===== src/rtl/weas_pkg.sv =====
// ----------------------------------------------------------------------------
// weas_pkg
// Shared constants and types of the weekly alarm schedule table.
// ----------------------------------------------------------------------------
package weas_pkg;

    localparam int TABLE_DEPTH = 16;
    localparam int IDX_W       = (TABLE_DEPTH > 1) ? $clog2(TABLE_DEPTH) : 1;
    localparam int CNT_W       = $clog2(TABLE_DEPTH + 1);

    localparam int IN_TDATA_W  = 96;
    localparam int IN_TUSER_W  = 3;
    localparam int OUT_TDATA_W = 32;
    localparam int OUT_TUSER_W = 2;

    // configuration port
    localparam int CFG_IDX_W = 1;
    localparam int CFG_W     = 8;
    localparam logic [CFG_IDX_W-1:0] CFG_TEMP_FLOOR   = 1'd0;
    localparam logic [CFG_IDX_W-1:0] CFG_TEMP_CEILING = 1'd1;
    localparam logic [7:0] TEMP_FLOOR_RST   = 8'd20;
    localparam logic [7:0] TEMP_CEILING_RST = 8'd40;

    // command opcodes
    localparam logic [2:0] OP_TICK   = 3'd0;
    localparam logic [2:0] OP_ADD    = 3'd1;
    localparam logic [2:0] OP_UPDATE = 3'd2;
    localparam logic [2:0] OP_REMOVE = 3'd3;
    localparam logic [2:0] OP_ENABLE = 3'd4;
    localparam logic [2:0] OP_CLEAR  = 3'd5;

    localparam logic [3:0] ACT_SET_TEMP = 4'd8;
    localparam logic [2:0] WDAY_NONE    = 3'd7;

    // result kinds and status codes
    localparam logic [1:0] KIND_STATUS = 2'd0;
    localparam logic [1:0] KIND_FIRED  = 2'd1;
    localparam logic [1:0] KIND_DONE   = 2'd2;

    localparam logic [1:0] ST_OK        = 2'd0;
    localparam logic [1:0] ST_FULL      = 2'd1;
    localparam logic [1:0] ST_NOT_FOUND = 2'd2;

    localparam logic [15:0] ID_FIRST = 16'd1;

    typedef struct packed {
        logic [2:0]  opcode;
        logic [15:0] entry_id;
        logic        entry_enabled;
        logic [6:0]  entry_days;
        logic [4:0]  entry_hour;
        logic [5:0]  entry_minute;
        logic [3:0]  entry_action;
        logic [7:0]  entry_value;
        logic [2:0]  now_weekday;
        logic [4:0]  now_hour;
        logic [5:0]  now_minute;
        logic [31:0] now_stamp;
    } t_cmd;

    typedef struct packed {
        logic [15:0] id;
        logic        enabled;
        logic [6:0]  days;
        logic [4:0]  hour;
        logic [5:0]  minute;
        logic [3:0]  action;
        logic [7:0]  value;
    } t_entry;

    typedef struct packed {
        t_entry      ent;
        logic [31:0] stamp;
        logic        stamp_vld;
    } t_slot;

    typedef struct packed {
        logic [1:0]  kind;
        logic [1:0]  status;
        logic [15:0] id;
        logic [3:0]  action;
        logic [7:0]  value;
        logic        last;
    } t_result;

    typedef enum logic [3:0] {
        S_IDLE,
        S_RD,
        S_CHK,
        S_MV_RD,
        S_MV_WR,
        S_ADD,
        S_ACK,
        S_NF,
        S_DONE
    } t_state;

endpackage


===== src/rtl/weekly_alarm_schedule_table.sv =====
// ----------------------------------------------------------------------------
// weekly_alarm_schedule_table
// Weekly alarm table with add/update/remove/enable/clear commands and ticks.
// ----------------------------------------------------------------------------
// One transaction is taken at a time. All entries sit in a single memory with
// a registered read, so a tick reads and checks each stored entry in turn
// and then gives the done result, add and clear go straight to their status
// result, update, set-enable and remove search the entries in turn until the
// id matches, and remove then reads and writes each entry behind the removed
// one to move it up one place. Each result waits while the output register
// is still occupied.
// Results go out through an output register, so the last result of a
// transaction may still be waiting while the next transaction is taken.
// ----------------------------------------------------------------------------
module weekly_alarm_schedule_table (
    input  logic                             i_clk,
    input  logic                             i_rst_n,
    input  logic                             s_axis_tvalid,
    output logic                             s_axis_tready,
    // entry_id, entry_enabled, entry_days, entry_hour, entry_minute,
    // entry_action, entry_value, now_weekday, now_hour, now_minute, now_stamp
    input  logic [weas_pkg::IN_TDATA_W-1:0]  s_axis_tdata,
    // opcode
    input  logic [weas_pkg::IN_TUSER_W-1:0]  s_axis_tuser,
    output logic                             m_axis_tvalid,
    input  logic                             m_axis_tready,
    // status, id_out, fired_action, fired_value
    output logic [weas_pkg::OUT_TDATA_W-1:0] m_axis_tdata,
    // result_kind
    output logic [weas_pkg::OUT_TUSER_W-1:0] m_axis_tuser,
    output logic                             m_axis_tlast,
    input  logic                             i_cfg_we,
    input  logic [weas_pkg::CFG_IDX_W-1:0]   i_cfg_idx,
    input  logic [weas_pkg::CFG_W-1:0]       i_cfg_data
);
    import weas_pkg::*;

    t_cmd    w_cmd;
    t_result w_eng_res, w_out_res;
    logic    w_eng_valid, w_eng_ready;

    always_comb begin
        w_cmd               = '0;
        w_cmd.opcode        = s_axis_tuser;
        w_cmd.entry_id      = s_axis_tdata[15:0];
        w_cmd.entry_enabled = s_axis_tdata[16];
        w_cmd.entry_days    = s_axis_tdata[23:17];
        w_cmd.entry_hour    = s_axis_tdata[28:24];
        w_cmd.entry_minute  = s_axis_tdata[34:29];
        w_cmd.entry_action  = s_axis_tdata[38:35];
        w_cmd.entry_value   = s_axis_tdata[46:39];
        w_cmd.now_weekday   = s_axis_tdata[49:47];
        w_cmd.now_hour      = s_axis_tdata[54:50];
        w_cmd.now_minute    = s_axis_tdata[60:55];
        w_cmd.now_stamp     = s_axis_tdata[92:61];
    end

    weas_engine u_engine (
        .i_clk       (i_clk),
        .i_rst_n     (i_rst_n),
        .i_cfg_we    (i_cfg_we),
        .i_cfg_idx   (i_cfg_idx),
        .i_cfg_data  (i_cfg_data),
        .i_cmd_valid (s_axis_tvalid),
        .i_cmd       (w_cmd),
        .o_cmd_ready (s_axis_tready),
        .o_res_valid (w_eng_valid),
        .o_res       (w_eng_res),
        .i_res_ready (w_eng_ready)
    );

    weas_out u_out (
        .i_clk       (i_clk),
        .i_rst_n     (i_rst_n),
        .i_res_valid (w_eng_valid),
        .i_res       (w_eng_res),
        .o_res_ready (w_eng_ready),
        .o_valid     (m_axis_tvalid),
        .o_res       (w_out_res),
        .i_ready     (m_axis_tready)
    );

    assign m_axis_tdata = {2'b00, w_out_res.value, w_out_res.action,
                           w_out_res.id, w_out_res.status};
    assign m_axis_tuser = w_out_res.kind;
    assign m_axis_tlast = w_out_res.last;

endmodule


===== src/rtl/weas_out.sv =====
// ----------------------------------------------------------------------------
// weas_out
// Output register slice: holds one result until the master side takes it.
// ----------------------------------------------------------------------------
module weas_out (
    input  logic              i_clk,
    input  logic              i_rst_n,
    input  logic              i_res_valid,
    input  weas_pkg::t_result i_res,
    output logic              o_res_ready,
    output logic              o_valid,
    output weas_pkg::t_result o_res,
    input  logic              i_ready
);
    import weas_pkg::*;

    logic    r_valid;
    t_result r_res;

    assign o_res_ready = !r_valid || i_ready;
    assign o_valid     = r_valid;
    assign o_res       = r_res;

    always_ff @(posedge i_clk) begin
        if (!i_rst_n) begin
            r_valid <= 1'b0;
        end else if (o_res_ready) begin
            r_valid <= i_res_valid;
        end
    end

    always_ff @(posedge i_clk) begin
        if (o_res_ready && i_res_valid) begin
            r_res <= i_res;
        end
    end

endmodule


===== src/rtl/weas_engine.sv =====
// ----------------------------------------------------------------------------
// weas_engine
// Command sequencer around the entry memory: scan, match, fire, compact.
// ----------------------------------------------------------------------------
module weas_engine (
    input  logic                           i_clk,
    input  logic                           i_rst_n,
    input  logic                           i_cfg_we,
    input  logic [weas_pkg::CFG_IDX_W-1:0] i_cfg_idx,
    input  logic [weas_pkg::CFG_W-1:0]     i_cfg_data,
    input  logic                           i_cmd_valid,
    input  weas_pkg::t_cmd                 i_cmd,
    output logic                           o_cmd_ready,
    output logic                           o_res_valid,
    output weas_pkg::t_result              o_res,
    input  logic                           i_res_ready
);
    import weas_pkg::*;

    t_state           r_state, n_state;
    t_cmd             r_cmd;
    logic [IDX_W-1:0] r_idx, n_idx;
    logic [CNT_W-1:0] r_count, n_count;
    logic [15:0]      r_next_id, n_next_id;
    logic [7:0]       r_floor, r_ceil;

    t_slot            mem [TABLE_DEPTH];
    t_slot            r_rdata;
    logic [IDX_W-1:0] w_raddr;
    logic             w_we;
    logic [IDX_W-1:0] w_waddr;
    t_slot            w_wdata;

    logic             w_last, w_src_last, w_full, w_id_eq, w_day_hit, w_fire;
    logic [7:0]       w_lo, w_clamped;
    t_entry           w_new_ent;

    // entry at r_idx is the last one in use
    assign w_last     = (CNT_W'(r_idx) + CNT_W'(1)) == r_count;
    // source of the next move is the last entry in use
    assign w_src_last = (CNT_W'(r_idx) + CNT_W'(2)) == r_count;
    assign w_full     = r_count == CNT_W'(TABLE_DEPTH);
    assign w_id_eq    = r_rdata.ent.id == r_cmd.entry_id;

    assign w_day_hit = (r_cmd.now_weekday != WDAY_NONE) &&
                       r_rdata.ent.days[r_cmd.now_weekday];
    assign w_fire    = r_rdata.ent.enabled && w_day_hit &&
                       (r_rdata.ent.hour == r_cmd.now_hour) &&
                       (r_rdata.ent.minute == r_cmd.now_minute) &&
                       !(r_rdata.stamp_vld && (r_rdata.stamp == r_cmd.now_stamp));

    // raise to the floor first, then cap at the ceiling
    assign w_lo      = (r_rdata.ent.value < r_floor) ? r_floor : r_rdata.ent.value;
    assign w_clamped = (w_lo > r_ceil) ? r_ceil : w_lo;

    always_comb begin
        w_new_ent         = '0;
        w_new_ent.id      = r_cmd.entry_id;
        w_new_ent.enabled = r_cmd.entry_enabled;
        w_new_ent.days    = r_cmd.entry_days;
        w_new_ent.hour    = r_cmd.entry_hour;
        w_new_ent.minute  = r_cmd.entry_minute;
        w_new_ent.action  = r_cmd.entry_action;
        w_new_ent.value   = r_cmd.entry_value;
    end

    // next state
    always_comb begin
        n_state = r_state;
        case (r_state)
            S_IDLE: begin
                if (i_cmd_valid) begin
                    case (i_cmd.opcode)
                        OP_TICK:   n_state = (r_count == '0) ? S_DONE : S_RD;
                        OP_ADD:    n_state = S_ADD;
                        OP_UPDATE,
                        OP_REMOVE,
                        OP_ENABLE: n_state = (r_count == '0) ? S_NF : S_RD;
                        OP_CLEAR:  n_state = S_ACK;
                        default:   n_state = S_IDLE;
                    endcase
                end
            end
            S_RD: n_state = S_CHK;
            S_CHK: begin
                if (r_cmd.opcode == OP_TICK) begin
                    if (w_fire && !i_res_ready) begin
                        n_state = S_CHK;
                    end else begin
                        n_state = w_last ? S_DONE : S_RD;
                    end
                end else if (w_id_eq) begin
                    if (r_cmd.opcode == OP_REMOVE && !w_last) begin
                        n_state = S_MV_RD;
                    end else begin
                        n_state = S_ACK;
                    end
                end else begin
                    n_state = w_last ? S_NF : S_RD;
                end
            end
            S_MV_RD: n_state = S_MV_WR;
            S_MV_WR: n_state = w_src_last ? S_ACK : S_MV_RD;
            S_ADD, S_ACK, S_NF, S_DONE: begin
                if (i_res_ready) begin
                    n_state = S_IDLE;
                end
            end
            default: n_state = S_IDLE;
        endcase
    end

    // outputs and datapath
    always_comb begin
        o_cmd_ready = 1'b0;
        o_res_valid = 1'b0;
        o_res       = '0;
        w_raddr     = r_idx;
        w_we        = 1'b0;
        w_waddr     = r_idx;
        w_wdata     = r_rdata;
        n_idx       = r_idx;
        n_count     = r_count;
        n_next_id   = r_next_id;
        case (r_state)
            S_IDLE: begin
                o_cmd_ready = 1'b1;
                if (i_cmd_valid) begin
                    n_idx = '0;
                    if (i_cmd.opcode == OP_CLEAR) begin
                        n_count   = '0;
                        n_next_id = ID_FIRST;
                    end
                end
            end
            S_CHK: begin
                if (r_cmd.opcode == OP_TICK) begin
                    if (w_fire) begin
                        o_res_valid   = 1'b1;
                        o_res.kind    = KIND_FIRED;
                        o_res.id      = r_rdata.ent.id;
                        o_res.action  = r_rdata.ent.action;
                        o_res.value   = (r_rdata.ent.action == ACT_SET_TEMP) ? w_clamped : 8'd0;
                        w_we              = i_res_ready;
                        w_wdata.stamp     = r_cmd.now_stamp;
                        w_wdata.stamp_vld = 1'b1;
                    end
                    if (!(w_fire && !i_res_ready) && !w_last) begin
                        n_idx = r_idx + IDX_W'(1);
                    end
                end else if (w_id_eq) begin
                    case (r_cmd.opcode)
                        OP_UPDATE: begin
                            w_we              = 1'b1;
                            w_wdata.ent       = w_new_ent;
                            w_wdata.stamp     = '0;
                            w_wdata.stamp_vld = 1'b0;
                        end
                        OP_ENABLE: begin
                            w_we                = 1'b1;
                            w_wdata.ent.enabled = r_cmd.entry_enabled;
                        end
                        OP_REMOVE: begin
                            // last entry removed: just shrink the table
                            if (w_last) begin
                                n_count = r_count - CNT_W'(1);
                            end
                        end
                        default: ;
                    endcase
                end else if (!w_last) begin
                    n_idx = r_idx + IDX_W'(1);
                end
            end
            S_MV_RD: begin
                w_raddr = r_idx + IDX_W'(1);
            end
            S_MV_WR: begin
                // move the entry behind the hole up one place
                w_we = 1'b1;
                if (w_src_last) begin
                    n_count = r_count - CNT_W'(1);
                end else begin
                    n_idx = r_idx + IDX_W'(1);
                end
            end
            S_ADD: begin
                o_res_valid = 1'b1;
                o_res.kind  = KIND_STATUS;
                o_res.last  = 1'b1;
                if (w_full) begin
                    o_res.status = ST_FULL;
                end else begin
                    o_res.status      = ST_OK;
                    o_res.id          = r_next_id;
                    w_waddr           = r_count[IDX_W-1:0];
                    w_wdata.ent       = w_new_ent;
                    w_wdata.ent.id    = r_next_id;
                    w_wdata.stamp     = '0;
                    w_wdata.stamp_vld = 1'b0;
                    if (i_res_ready) begin
                        w_we      = 1'b1;
                        n_count   = r_count + CNT_W'(1);
                        n_next_id = r_next_id + 16'd1;
                    end
                end
            end
            S_ACK: begin
                o_res_valid  = 1'b1;
                o_res.kind   = KIND_STATUS;
                o_res.status = ST_OK;
                o_res.last   = 1'b1;
            end
            S_NF: begin
                o_res_valid  = 1'b1;
                o_res.kind   = KIND_STATUS;
                o_res.status = ST_NOT_FOUND;
                o_res.last   = 1'b1;
            end
            S_DONE: begin
                o_res_valid = 1'b1;
                o_res.kind  = KIND_DONE;
                o_res.last  = 1'b1;
            end
            default: ;
        endcase
    end

    always_ff @(posedge i_clk) begin
        if (!i_rst_n) begin
            r_state   <= S_IDLE;
            r_idx     <= '0;
            r_count   <= '0;
            r_next_id <= ID_FIRST;
            r_floor   <= TEMP_FLOOR_RST;
            r_ceil    <= TEMP_CEILING_RST;
        end else begin
            r_state   <= n_state;
            r_idx     <= n_idx;
            r_count   <= n_count;
            r_next_id <= n_next_id;
            if (i_cfg_we && i_cfg_idx == CFG_TEMP_FLOOR) begin
                r_floor <= i_cfg_data;
            end
            if (i_cfg_we && i_cfg_idx == CFG_TEMP_CEILING) begin
                r_ceil <= i_cfg_data;
            end
        end
    end

    always_ff @(posedge i_clk) begin
        if (r_state == S_IDLE && i_cmd_valid) begin
            r_cmd <= i_cmd;
        end
    end

    // entry memory: one write and one registered read per cycle
    always_ff @(posedge i_clk) begin
        if (w_we) begin
            mem[w_waddr] <= w_wdata;
        end
        r_rdata <= mem[w_raddr];
    end

endmodule


===== config.mk =====
export PLATFORM = sky130hd
export DESIGN_NAME = weekly_alarm_schedule_table
export DESIGN_NICKNAME = d
export VERILOG_FILES = /design/src/rtl/weas_pkg.sv /design/src/rtl/weekly_alarm_schedule_table.sv /design/src/rtl/weas_out.sv /design/src/rtl/weas_engine.sv
export SDC_FILE = /design/constraint.sdc
export NUM_CORES = 2
export LEC_CHECK = 0
export BUFFER_PORTS_ARGS = -buffer_cell sky130_fd_sc_hd__buf_4
export CORE_MARGIN = 2
export CORE_UTILIZATION = 45
export DETAILED_ROUTE_END_ITERATION = 10
export PLACE_DENSITY = 0.7
export REMOVE_ABC_BUFFERS = 1
export SLEW_MARGIN = 5
export SYNTH_ARGS = -nofsm -noshare
export SYNTH_HDL_FRONTEND = slang
export SYNTH_SLANG_ARGS = --single-unit

===== constraint.sdc =====
create_clock -name i_clk -period 19.25 [get_ports i_clk]
set_input_delay 2.8875 -clock i_clk [delete_from_list [all_inputs] [get_ports i_clk]]
set_output_delay 2.8875 -clock i_clk [all_outputs]
set_load 0.03 [all_outputs]

Word level (Yosys, flattened, before mapping)
Memory sizes are Yosys's and may differ from the RTL's. A register that Yosys moved wholly into a read port is not among the register bits.
Index checks and enable logic that the tools add are counted.
{"block": "classes", "bitwise": 1, "n_lt_le_gt_ge": 3, "n_mux": 75, "div": 0, "n_addsub": 6, "eq_ne": 39, "shifts": 0, "n_mul": 0, "reduce_logical": 35}
{"operator": "80-bit 2-to-1 mux", "n": 2}
{"operator": "80-bit one-hot mux with 2 select lines", "n": 1}
{"operator": "16-bit 2-to-1 mux", "n": 6}
{"operator": "33-bit 2-to-1 mux", "n": 2}
{"operator": "4-bit 2-to-1 mux", "n": 16}
{"operator": "16-bit one-hot mux with 2 select lines", "n": 2}
{"operator": "63-bit 2-to-1 mux", "n": 1}
{"operator": "28-bit 2-to-1 mux", "n": 2}
{"operator": "47-bit 2-to-1 mux", "n": 1}
{"operator": "5-bit 2-to-1 mux", "n": 9}
{"operator": "32-bit equality test", "n": 1}
{"operator": "8-bit 2-to-1 mux", "n": 3}
{"operator": "4-bit one-hot mux with 6 select lines", "n": 1}
{"operator": "5-bit one-hot mux with 4 select lines", "n": 1}
{"operator": "16-bit by 1-bit adder with 16-bit output (second input constant)", "n": 1}
{"operator": "16-bit equality test", "n": 1}
{"operator": "4-bit by 3-bit equality test with 1-bit output (second input constant)", "n": 4}
{"operator": "1-bit 2-to-1 mux", "n": 16}
{"operator": "4-bit one-hot mux with 4 select lines", "n": 1}
{"operator": "5-bit equality test", "n": 3}
{"operator": "2-bit by 1-bit != test with 1-bit output (second input constant)", "n": 7}
{"operator": "1-bit logical AND", "n": 13}
{"operator": "3-bit by 2-bit equality test with 1-bit output (second input constant)", "n": 4}
{"operator": "3-bit 2-to-1 mux", "n": 4}
{"operator": "41 further kinds", "n": 57}
{"block": "word_totals", "mem_bits_ro": 0, "out_inout_bits": 37, "in_bits": 113, "register_bits": 175, "mem_count": 1, "ram_bits": 1280, "wordCells": 185, "latch_bits": 0}
{"memory": "u_engine.mem", "words": 16, "width": 80, "rd": 1, "rd_ports_with_merged_regs": 1, "write_ports": 1, "line": "weas_engine.sv:27", "rtl": "t_slot mem [TABLE_DEPTH];"}

Depth between registers and ports, before layout
{"block": "logic_depth", "word_depth": 13, "mapped_depth": 17, "ltp_nobuf": 16}

Modules after synthesis
Synthesis repeated with hierarchy kept, for this count alone.
{"block": "hier_totals", "hier_cells": 2793, "area_unflattened_um2": 59306.9}
{"mod": "weas_engine", "area_per_inst_um2": 58239.6, "cells_each": 2752, "instances": 1, "seq_area_each_um2": 43822.0}
{"mod": "weas_out", "area_per_inst_um2": 1048.5, "cells_each": 38, "instances": 1, "seq_area_each_um2": 1011.0}
{"mod": "weekly_alarm_schedule_table", "area_per_inst_um2": 18.8, "cells_each": 3, "instances": 1, "seq_area_each_um2": 0.0}

Least setup slack after synthesis
No wires, ideal clock.
{"block": "synth_path", "kind": "input to register", "start": "input m_axis_tready", "end": "memory u_engine.mem[1][0] in the netlist's numbering, enable pin", "path_slack_ns": 9.431, "stages": 5, "setup_ns": 0.633, "path_buffers": 0, "arrival_ns": 9.186, "path_cell_list": "nand2b_1 -> nand2_1 -> nand2_1 -> a211oi_2 -> nor3b_1"}
{"block": "synth_between", "elab_chain_cells": 6, "elab_cells_between_ends": 8}
{"item": "from (decl)", "line": "weekly_alarm_schedule_table.sv:26", "rtl": "input logic m_axis_tready,"}
{"item": "1-bit logical OR (*)", "line": "weas_out.sv:20", "rtl": "assign o_res_ready = !r_valid || i_ready;"}
{"item": "1-bit 2-to-1 mux, on equally long branches", "line": "weas_engine.sv:201, weas_engine.sv:138"}
{"item": "1-bit 2-to-1 mux, on equally long branches", "line": "weas_engine.sv:191, weas_engine.sv:137"}
{"item": "1-bit one-hot mux with 3 select lines (*)", "line": "weas_engine.sv:125", "rtl": "case (r_state)"}
{"item": "1-bit 2-to-1 mux (*)", "line": "weas_engine.sv:259", "rtl": "if (w_we) begin"}
{"item": "1-bit 2-to-1 mux (not written as such) (*)", "line": "weas_engine.sv:260", "rtl": "mem[w_waddr] <= w_wdata;"}
{"item": "to (decl)", "line": "weas_engine.sv:27"}
Every way passes the cells marked *; elsewhere a longest branch is shown, timed or not.

Worst setup path after layout
{"block": "layout_path", "start": "input m_axis_tready", "end": "memory u_engine.mem[5][25] in the netlist's numbering, enable pin"}
Same word-level chain as after synthesis.

==> results_dict.tcl <==
set metrics [dict create \
    comb_power_share_pct 19.1 \
    nNetsFinal 3136 \
    drc 0 \
    async_flop_share_pct 0 \
    gp_congestion 0.826 \
    synth_top_flop_cell "edfxtp_1" \
    max_cap_violations 0 \
    finClkSkew_ps 41.3 \
    yosys.area.top_type "edfxtp_1" \
    path_max_fanout 44 \
    synth_edf_count 1409 \
    path_class "in2reg" \
    yosysWarnings 0 \
    path_cells "buf_4 -> nand2b_1 -> nand2_1 -> nand2_1 -> a211oi_4 -> buf_4 -> nor2_4 -> buf_4 -> buf_4" \
    core_area_mm2 0.130 \
    grt_max_degree 171 \
    drive_gt1_share_pct 27.7 \
    max-clock-path-buffers 3 \
    cp-end-kind "flip-flop" \
    ys_seq_elements 1535 \
    grt_overflow 0 \
    netlist_instances 2777 \
    power_density_mw_per_mm2 139 \
    root_buffer "clkbuf_16" \
    place_hpwl_um 66600 \
    setup_violations 0 \
    port_buffers 144 \
    sequentialPowerShare_pct 48.5 \
    syn_area_mm2 0.0588 \
    status "complete, no violations" \
    ys_seq_area_share_pct 76.3 \
    wl_per_cell_um 26.5 \
    fin_area_mm2 0.0673 \
    post-synth-top-count-cell "edfxtp_1" \
    dieArea_mm2 0.134 \
    cts_made_buffers 156 \
    ant_nets 0 \
    grt_pass1_wl_um 189000 \
    rrSetupSlack_ps 14090 \
    dr.pass1.iters 6 \
    synthTopCellsByCount "edfxtp_1, mux4_2, nand2_1, dfxtp_1, clkbuf_1" \
    swShare_pct 27.0 \
    post_cts_buffers 0 \
    tightest_slew_ps 1120 \
    place_ws_ps 12880 \
    yosysTopAreaCellShare_pct 72.0 \
    path_common_cell "buf_4" \
    cts_sinks 1535 \
    clkPwrFrac_pct 32.4 \
    clk_pin_slew_ps 60 \
    synth_area_leaders "edfxtp_1, mux4_2, dfxtp_1, nand2_1, xor2_1" \
    fmax_ghz 0.179 \
    synthesis.area_per_instance_um2 21.2 \
    vias 28100 \
    worstPathRequired_ps 19620 \
    ios 150 \
    cts_resized 0 \
    via_per_inst 5.76 \
    cp-start-kind "primary input" \
    crit_end "u_engine.mem[5][25]" \
    area_growth_pct 14.6 \
    rsz0062_at_grt "no" \
    htree_levels 4 \
    cp.arrival_ps 5960 \
    synth_cell_types 69 \
    grt_pass1_vias 28400 \
    cpPeakStageDelay_ps 820 \
    cp-startpoint "m_axis_tready" \
    p_switching_w 0.00253 \
    die_h_um 365 \
    final_max_slew_viol_count 0 \
    fin_crit_ps 5590 \
    p_leak_nw 22.3 \
    crit_family "buffers and inverters" \
    r2r_start "u_engine.r_cmd[38]" \
    peakVddDrop_mv 0.100 \
    cpMaxStageDelayCell "buf_4" \
    clk_latency_ps 790 \
    place_area_mm2 0.0621 \
    internal_power_w 0.00684 \
    wirelength_um 129000 \
    critPathBufInv 4 \
    r2r_cells 10 \
    grt_use_total_pct 19.6 \
    cts_tree "built" \
    crit_cells 9 \
    hold_viol_final 0 \
    max_slew_margin_pct 25.0 \
    antenna_found_initial 2 \
    start_util_pct 45.3 \
    min_path_type "reg2reg" \
    hold_buffers 0 \
    holdWs_ps 474 \
    worst_slack_ps 13660 \
    rows 132 \
    die_x_um 365 \
    timing.final.crit_share_pct 29.0 \
    worstReg2RegEnd "u_engine.mem[5][25]" \
    first_iter_violations 3374 \
]
## worst min path at each step
stage,startpoint,endpoint,slack [ps],cells after the start
global route,u_engine.r_ceil[6],u_engine.r_ceil[6],490,2
floorplan,u_engine.r_floor[1],u_engine.r_floor[1],450,2
global placement,u_engine.r_floor[0],u_engine.r_floor[0],460,2
finish,u_engine.r_ceil[6],u_engine.r_ceil[6],470,2
detailed placement,u_engine.r_floor[5],u_engine.r_floor[5],470,2
CTS,u_engine.r_ceil[6],u_engine.r_ceil[6],480,2
## worst min-delay path, stage by stage, from the launching register on
cell and delay [ps]:
dfxtp_1 320, nand2_1 60, a21oi_1 50
## logic make-up after synthesis
group	share of synthesized area, %
other cells	0.00638
flops	76.3
xor+xnor	1.25
mux	15.6
compound gates	2.15
simple gates	3.02
fa+ha+maj	0.481
buf+inv	1.22
## layout by cell type (no fill, tap or decap), drive strengths merged, types with 17 or more instances in the layout
master / n
edfxtp: 1409
mux4: 400
clkbuf: 207
nand2: 205
buf: 202
dfxtp: 126
xor2: 57
nor2: 53
clkinv: 52
a22o: 49
inv: 35
a21oi: 34
xnor2: 27
nand3: 24
ha: 21
o21ai: 18
a22oi: 17
## power groups by stage
stage	Clock, W	Sequential, W	Combinational [W]
finish	0.00304	0.00455	0.00179
CTS	0.00309	0.00455	0.00181
global route	0.00323	0.00457	0.00196
floorplan	0	0.00457	0.00197
global placement	0	0.00461	0.00176
detailed placement	0	0.00461	0.00181
## through the flow
step	utilization (%)	std cells	TNS, ps	total power [W]
4_1_cts	51.9	4873	0	0.00945
5_1_grt	51.9	4873	0	0.00976
6_report	51.9	4874	0	0.00937
3_3_place_gp	47.9	4585	0	0.00637
3_5_place_dp	47.9	4585	0	0.00642
2_1_floorplan	-	2641	-1017290	0.00653
## state kept, by name (all words and copies together), names as in the netlist
signal              flops
u_engine.mem         1280
u_out.o_res            33
u_engine.r_cmd         96
u_engine.r_floor        8
u_engine.r_count        5
u_engine.r_ceil         8
u_engine.r_rdata       80
u_out.o_valid           1
u_engine.r_next_id     16
u_engine.r_state        4
u_engine.r_idx          4
## routing by layer
metal  vias up  track usage (%)  share of wire (%)
met4         0             4.79                1.9
met2      1140             31.8                 50
li1      11900                -                  -
met3       177             3.76                7.2
met5         -                0                  0
met1     14800             27.5                 41
## area by class of cell
cell class	instances	area [um^2]
Fill cell	9889	62300
Sequential cell	1535	44800
Multi-Input combinational cell	1078	13500
Clock buffer	207	4190
Tap cell	1742	2180
Timing Repair Buffer	202	1570
Clock inverter	81	1020
Inverter	28	105
Antenna cell	1	2.50
(Power assumes the default switching activity.)
